[src/sv/sdq_pkg.sv]
package sdq_pkg;

    // Sample format.
    localparam int FRAC_BITS = 8;
    localparam int IN_W      = 32;
    localparam int OUT_W     = 16;

    // Sample plus dither: one extra bit so that the sum never wraps.
    localparam int SUM_W = IN_W + 1;

    // Integer part after dropping the fraction, one bit wider for the round-up carry.
    localparam int Q_W = SUM_W - FRAC_BITS + 1;

    // Dither generator.
    localparam int SEED_W = 31;
    localparam logic [SEED_W-1:0] SEED_RESET = SEED_W'(32'h16BA2118);
    localparam logic [SEED_W-1:0] LCG_MUL    = SEED_W'(32'd1103515245);
    localparam logic [SEED_W-1:0] LCG_ADD    = SEED_W'(32'd12345);

    // Rounding and saturation constants.
    localparam logic [FRAC_BITS-1:0] FRAC_HALF = FRAC_BITS'(1 << (FRAC_BITS - 1));
    localparam logic [OUT_W-1:0]     SAT_MAX   = {1'b0, {(OUT_W-1){1'b1}}};
    localparam logic [OUT_W-1:0]     SAT_MIN   = {1'b1, {(OUT_W-1){1'b0}}};

    // Sequencer states.
    typedef enum logic [2:0] {
        ST_IDLE,
        ST_STEP_R,
        ST_STEP_L,
        ST_ROUND_R,
        ST_ROUND_L
    } sdq_state_t;

endpackage

[src/sv/sdq_lcg.sv]
module sdq_lcg (
    input  logic [sdq_pkg::SEED_W-1:0] seed_i,
    output logic [sdq_pkg::SEED_W-1:0] seed_next_o
);
    import sdq_pkg::*;

    // One generator step; only the low 31 bits of the product are kept.
    assign seed_next_o = seed_i * LCG_MUL + LCG_ADD;

endmodule

[src/sv/sdq_round.sv]
module sdq_round (
    input  logic signed [sdq_pkg::SUM_W-1:0] value_i,
    output logic        [sdq_pkg::OUT_W-1:0] q_o
);
    import sdq_pkg::*;

    logic signed [Q_W-1:0]       q_floor;
    logic signed [Q_W-1:0]       q_round;
    logic        [FRAC_BITS-1:0] frac;
    logic                        round_up;
    logic                        fits;

    // Split into integer and fraction parts.
    assign q_floor = {value_i[SUM_W-1], value_i[SUM_W-1:FRAC_BITS]};
    assign frac    = value_i[FRAC_BITS-1:0];

    // Round to nearest; an exact half goes to the even integer.
    assign round_up = (frac > FRAC_HALF) || ((frac == FRAC_HALF) && q_floor[0]);
    assign q_round  = q_floor + $signed({{(Q_W-1){1'b0}}, round_up});

    // The value fits when all bits above the 16-bit sign agree.
    assign fits = (q_round[Q_W-1:OUT_W-1] == {(Q_W-OUT_W+1){1'b0}})
               || (q_round[Q_W-1:OUT_W-1] == {(Q_W-OUT_W+1){1'b1}});

    always_comb begin
        if (fits) begin
            q_o = q_round[OUT_W-1:0];
        end else if (q_round[Q_W-1]) begin
            q_o = SAT_MIN;
        end else begin
            q_o = SAT_MAX;
        end
    end

endmodule

[src/sv/stereo_dither_quantizer.sv]
// Stereo dither quantizer.
// Input words arrive on the s_ channel: s_tdata holds the left sample in bits 31:0 and
// the right sample in bits 63:32, both signed with 8 fraction bits; s_tlast marks the
// last pair of a block. Each input word yields exactly one output word on the m_
// channel: m_tdata holds the saturated 16-bit left value in bits 15:0 and the right
// value in bits 31:16, and m_tlast copies s_tlast.
// With dither enabled (cfg_wr_data written through cfg_wr_en, reset value 1), a shared
// LCG step unit advances the 31-bit seed twice per pair, first for right, then for left,
// and the top 8 seed bits are added as dither before rounding. The sequencer sets the
// pace: two generator steps (with dither on only), one rounding step per channel,
// then a return to idle. A new word is accepted once the sequencer returns to idle,
// so each pair is rounded in full before the next one is taken.
// s_tready is high only while idle. A finished word sits in the output register, and
// the next pair may be accepted meanwhile; if the receiver still stalls when that pair
// is rounded, the sequencer holds until the output register frees.
// Reset (aresetn low, synchronous) clears the sequencer, empties the output register,
// reloads the seed and enables dither.
module stereo_dither_quantizer (
    input  logic        aclk,
    input  logic        aresetn,
    // Configuration: dither enable.
    input  logic        cfg_wr_en,
    input  logic        cfg_wr_data,
    // Input stream.
    input  logic        s_tvalid,
    output logic        s_tready,
    input  logic [63:0] s_tdata,   // left_sample [31:0], right_sample [63:32]
    input  logic        s_tlast,
    // Output stream.
    output logic        m_tvalid,
    input  logic        m_tready,
    output logic [31:0] m_tdata,   // packed_pair [31:0]
    output logic        m_tlast
);
    import sdq_pkg::*;

    sdq_state_t state_reg, state_next;

    logic                    dither_en_reg;
    logic [SEED_W-1:0]       seed_reg;
    logic [SEED_W-1:0]       seed_next;
    logic signed [SUM_W-1:0] right_reg;
    logic signed [SUM_W-1:0] left_reg;
    logic [OUT_W-1:0]        right_q_reg;
    logic                    last_reg;
    logic                    m_tvalid_reg;
    logic [31:0]             m_tdata_reg;
    logic                    m_tlast_reg;

    logic                    in_accept;
    logic                    out_free;
    logic signed [SUM_W-1:0] dither;
    logic signed [SUM_W-1:0] round_in;
    logic [OUT_W-1:0]        round_q;

    // Sequencer controls.
    logic seed_step;
    logic add_right;
    logic add_left;
    logic load_right_q;
    logic load_out;
    logic sel_left;

    assign in_accept = s_tvalid && s_tready;
    assign out_free  = !m_tvalid_reg || m_tready;

    // Dither fraction is the top bits of the current seed.
    assign dither = $signed({{(SUM_W-FRAC_BITS){1'b0}}, seed_reg[SEED_W-1 -: FRAC_BITS]});

    // Shared generator step.
    sdq_lcg u_lcg (
        .seed_i      (seed_reg),
        .seed_next_o (seed_next)
    );

    // Shared rounding and saturation unit: right first, then left.
    assign round_in = sel_left ? left_reg : right_reg;

    sdq_round u_round (
        .value_i (round_in),
        .q_o     (round_q)
    );

    // Next-state logic.
    always_comb begin
        state_next = state_reg;
        unique case (state_reg)
            ST_IDLE: begin
                if (in_accept) begin
                    state_next = dither_en_reg ? ST_STEP_R : ST_ROUND_R;
                end
            end
            ST_STEP_R:  state_next = ST_STEP_L;
            ST_STEP_L:  state_next = ST_ROUND_R;
            ST_ROUND_R: state_next = ST_ROUND_L;
            ST_ROUND_L: begin
                if (out_free) begin
                    state_next = ST_IDLE;
                end
            end
            default:    state_next = ST_IDLE;
        endcase
    end

    // Sequencer outputs.
    always_comb begin
        s_tready     = 1'b0;
        seed_step    = 1'b0;
        add_right    = 1'b0;
        add_left     = 1'b0;
        load_right_q = 1'b0;
        load_out     = 1'b0;
        sel_left     = 1'b0;
        unique case (state_reg)
            ST_IDLE:    s_tready = 1'b1;
            ST_STEP_R:  seed_step = 1'b1;
            ST_STEP_L: begin
                seed_step = 1'b1;
                add_right = 1'b1;
            end
            ST_ROUND_R: begin
                add_left     = dither_en_reg;
                load_right_q = 1'b1;
            end
            ST_ROUND_L: begin
                sel_left = 1'b1;
                load_out = out_free;
            end
            default:    s_tready = 1'b0;
        endcase
    end

    // Control registers.
    always_ff @(posedge aclk) begin
        if (!aresetn) begin
            state_reg     <= ST_IDLE;
            dither_en_reg <= 1'b1;
            seed_reg      <= SEED_RESET;
            m_tvalid_reg  <= 1'b0;
        end else begin
            state_reg <= state_next;
            if (cfg_wr_en) begin
                dither_en_reg <= cfg_wr_data;
            end
            if (seed_step) begin
                seed_reg <= seed_next;
            end
            if (load_out) begin
                m_tvalid_reg <= 1'b1;
            end else if (m_tready) begin
                m_tvalid_reg <= 1'b0;
            end
        end
    end

    // Sample datapath.
    always_ff @(posedge aclk) begin
        if (in_accept) begin
            left_reg  <= $signed({s_tdata[31], s_tdata[31:0]});
            right_reg <= $signed({s_tdata[63], s_tdata[63:32]});
            last_reg  <= s_tlast;
        end else begin
            if (add_right) begin
                right_reg <= right_reg + dither;
            end
            if (add_left) begin
                left_reg <= left_reg + dither;
            end
        end
        if (load_right_q) begin
            right_q_reg <= round_q;
        end
        if (load_out) begin
            m_tdata_reg <= {right_q_reg, round_q};
            m_tlast_reg <= last_reg;
        end
    end

    assign m_tvalid = m_tvalid_reg;
    assign m_tdata  = m_tdata_reg;
    assign m_tlast  = m_tlast_reg;

endmodule
[config.mk]
export PLATFORM = sky130hd
export DESIGN_NAME = stereo_dither_quantizer
export DESIGN_NICKNAME = d
export VERILOG_FILES = /design/src/sv/sdq_pkg.sv /design/src/sv/sdq_lcg.sv /design/src/sv/sdq_round.sv /design/src/sv/stereo_dither_quantizer.sv
export SDC_FILE = /design/constraint.sdc
export NUM_CORES = 1
export LEC_CHECK = 0
export BUFFER_PORTS_ARGS = -buffer_cell sky130_fd_sc_hd__buf_4
export CAP_MARGIN = 5
export CORE_MARGIN = 4
export CORE_UTILIZATION = 35
export CTS_BUF_LIST = sky130_fd_sc_hd__clkbuf_2 sky130_fd_sc_hd__clkbuf_4 sky130_fd_sc_hd__clkbuf_8
export CTS_CLUSTER_SIZE = 30
export DETAILED_ROUTE_END_ITERATION = 10
export GPL_ROUTABILITY_DRIVEN = 0
export PLACE_DENSITY_LB_ADDON = 0.1
export SYNTH_ARGS = -nofsm -noshare
export SYNTH_HDL_FRONTEND = slang
export SYNTH_HIERARCHICAL = 1
export SYNTH_SLANG_ARGS = --single-unit
export TNS_END_PERCENT = 50
[constraint.sdc]
create_clock -name aclk -period 9.3 [get_ports aclk]
set_clock_uncertainty 0.2 [all_clocks]
set_input_delay 0.465 -clock aclk [delete_from_list [all_inputs] [get_ports aclk]]
set_output_delay 0.465 -clock aclk [all_outputs]
set_load 0.1 [all_outputs]
==> results.md <==
* Fmax at roughly 130 MHz
* Min Hold Slack at 0.0496 ns
* Fraction of layout cells with a size suffix above 1 at between 10% and 20%
* Routing usage on met3 at under 10%
* Highest-delay cell along the critical path: nor4b_1
* Max Buffers Root-to-Sink at 2
* Max stage delay on crit path at 0.90 ns
* Critical Path RT at 9.58 ns
* CTS clk-pin slew, worst paths at 0.12 ns
* EDFF count, synth at ~120
* Nets at approximately 2.4k
* Hold_sp: s_tdata[45]
* Synth cell count leaders: inv_1 (402), ha_1 (213), fa_1 (179)
* Yosys warnings at 6
* Fin Setup TNS at 0 ns
* Post-synthesis sequential area ratio at between 20 and 25%
* Count leader, synth: inv_1
* First-pass GRT wire length at about 76 mm
* Met2 Use GR at between 30% and 40%
* Synth unique cells at 84
* Hold Path Sink: right_reg[13]
* Share of the synthesized area in the top cell type at 20.6%
* Post-Syn Nets at around 2.3k
* Die width at roughly 230 um
* WL final at between 40 and 50 mm
* WP data arrival at around 8 ns
* CP endpoint kind: register
* Vias per Instance at 4.88
* Top_reg_cell synth: edfxtp_1
* CTS tree: yes
* WL/cell at roughly 18 um
* Crit-path cells: inv_1 > ha_1 > inv_1 > ha_1 > inv_1 > fa_1 > inv_1 > fa_1 > ha_1 > ha_1 > fa_1 > inv_1 > fa_1 > inv_1 > ha_1 > a211o_1 > nor4b_1 > or4_4 > a31oi_4 > a211oi_2 > nor3_1 > o311ai_1 > nand2_1 > a21boi_0
* Grt peak-use layer: met2
* Core Rows at 81
* Startpoint types: register
* CP most frequent cell: inv_1
* Crit path time final at 7.80 ns
* Tightest Hold Check Type: primary input to register
* PortBufs at 105
* Starting Density at 35.5%
* Vias in the first global route at between 10k and 15k
* CP max FO at 11
* Pre-antenna DRT Iters at 5
* Root Buffer: clkbuf_8
* Clock Sink Count at 152
* Synthesized cell area at approximately 0.017 sq mm
* CP top delay family: adder cells
* I/O pin count at between 100 and 150
* Hold path depth at 3
* Place WS at 1.57 ns
* Path type of the worst setup path: register to register
* Worst slew pin tran at 1.03 ns
* Vias at about 13k
* Area leader, netlist: fa_1
* Launching point of the worst reg2reg path: seed_reg[0]
* Bufs and invs on worst path at 6
* Rel. slew slack at 30.3%
* Final Hold Fails at 0
* Antenna violation net count after detailed routing at 0
* GR Util met1 at a little over a quarter
* Skew-Pair Late Insertion Delay at 0.57 ns
* R2R setup slack at roughly 1.5 ns
* Drt initial violations at 608
* Die Area at 0.0533 sq mm
* Slew Limit Fails at 0
* TritonCTS Buffers at 17
* GRT Residual Overflow at 0
* Largest net degree at the start of global routing at between 70 and 80
* Cell count after synthesis at around 1.8k
* Setup violators final at 0
* Status: complete, no violations
* Core Box Area at ~0.05 sq mm
* Crit share post-route at about 84%
* Die height at 231 um
* Area grow syn2layout at 13.7%
* Residual DRC at 0
* Reg2reg end: seed_reg[29]
* Max-capacitance violation count at 0
* Global Route Usage Sum at a little under a fifth
* H-tree Lvls at 4
* Syn Area/Cell at between 9 and 10 sq um
* Area contributors post-synth: fa_1 (21%), edfxtp_1 (20%), ha_1 (15%)
* Async SR Flop Fraction at 0%
* Initial antenna violation count at 0
* RSZ-0062 raised after global routing: no
* Detailed Place HPWL at approximately 40 mm
* Final Worst Setup Slack at 1.50 ns
* Synth Register Bits at ~150
* Reg2reg path depth at 24
## metal layers
metal  share of wire (%)  vias up
met5                   0        -
met1                  48     6211
met2                  47      227
met3                 2.9       46
met4                 1.7        0
li1                    -     6239
## final cells by class
| cell class | instances | area [sq um] |
|---|---|---|
| antenna | 1 | 2.50 |
| clock buffer | 17 | 234 |
| clock inverter | 15 | 160 |
| fill | 4968 | 29300 |
| inverter | 402 | 1510 |
| multi-input combinational | 1194 | 11500 |
| sequential | 152 | 4200 |
| tap | 664 | 831 |
| timing repair buffer | 163 | 1350 |
## placed cells by master, fill, tap and decap left out, drive strengths merged, types with 8 or more instances in the layout
| cell | instances |
|---|---|
| a21boi | 22 |
| a21o | 18 |
| a21oi | 46 |
| a31oi | 23 |
| and2 | 8 |
| and3 | 15 |
| and4 | 9 |
| buf | 113 |
| clkbuf | 17 |
| dfxtp | 36 |
| dlygate4sd3 | 50 |
| edfxtp | 116 |
| fa | 179 |
| ha | 213 |
| inv | 410 |
| mux2 | 35 |
| mux2i | 18 |
| nand2 | 161 |
| nand3 | 53 |
| nand4 | 30 |
| nor2 | 51 |
| nor3 | 20 |
| nor4 | 11 |
| o211ai | 11 |
| o21ai | 48 |
| o21bai | 8 |
| o31ai | 10 |
| or3 | 11 |
| or4 | 21 |
| xnor2 | 54 |
| xor2 | 51 |
## worst max path at each step
stage | from | endpoint | depth (start not counted)
2_1_floorplan | seed_reg[8] | seed_reg[29] | 24
3_3_place_gp | seed_reg[0] | seed_reg[29] | 24
3_5_place_dp | seed_reg[0] | seed_reg[29] | 24
4_1_cts | seed_reg[0] | seed_reg[29] | 24
5_1_grt | seed_reg[0] | seed_reg[29] | 24
6_report | seed_reg[0] | seed_reg[29] | 24
## timing repair
item | 4_1_cts | 5_1_grt
buffers inserted | 0 | 0
gates resized for setup | 0 | 0
hold buffers | 50 | 0
hold endpoints to repair | 49 | 0
## worst register-to-register path, delay by kind of cell (launching register included)
family          cells  cell delay, ns
compound gates      5            1.25
fa+ha+maj           9            3.53
buf+inv             6            0.62
flops               1            0.70
simple gates        4            1.40
## through the flow
step                utilization, %  instances  cell area (sq um)
finish                        40.3       2608              19800
global route                  40.3       2607              19800
CTS                           40.3       2607              19800
detailed placement            38.5       2525              18900
global placement              38.5       2525              18900
floorplan                        -       1789              17400
## kinds of logic (layout without fill, tap and decap cells)
family	count (synthesis)	count (layout)	share of synthesized area [%]
buf+inv	443	597	9.86
fa+ha+maj	392	392	35.9
compound gates	229	229	9.17
mux	53	53	3.30
flops	152	152	24.2
simple gates	415	415	12.3
other cells	0	1	0
xor+xnor	105	105	5.29
Power is not shown: default switching activity piles up to over one toggle a cycle in this logic, so the estimate is an artifact.
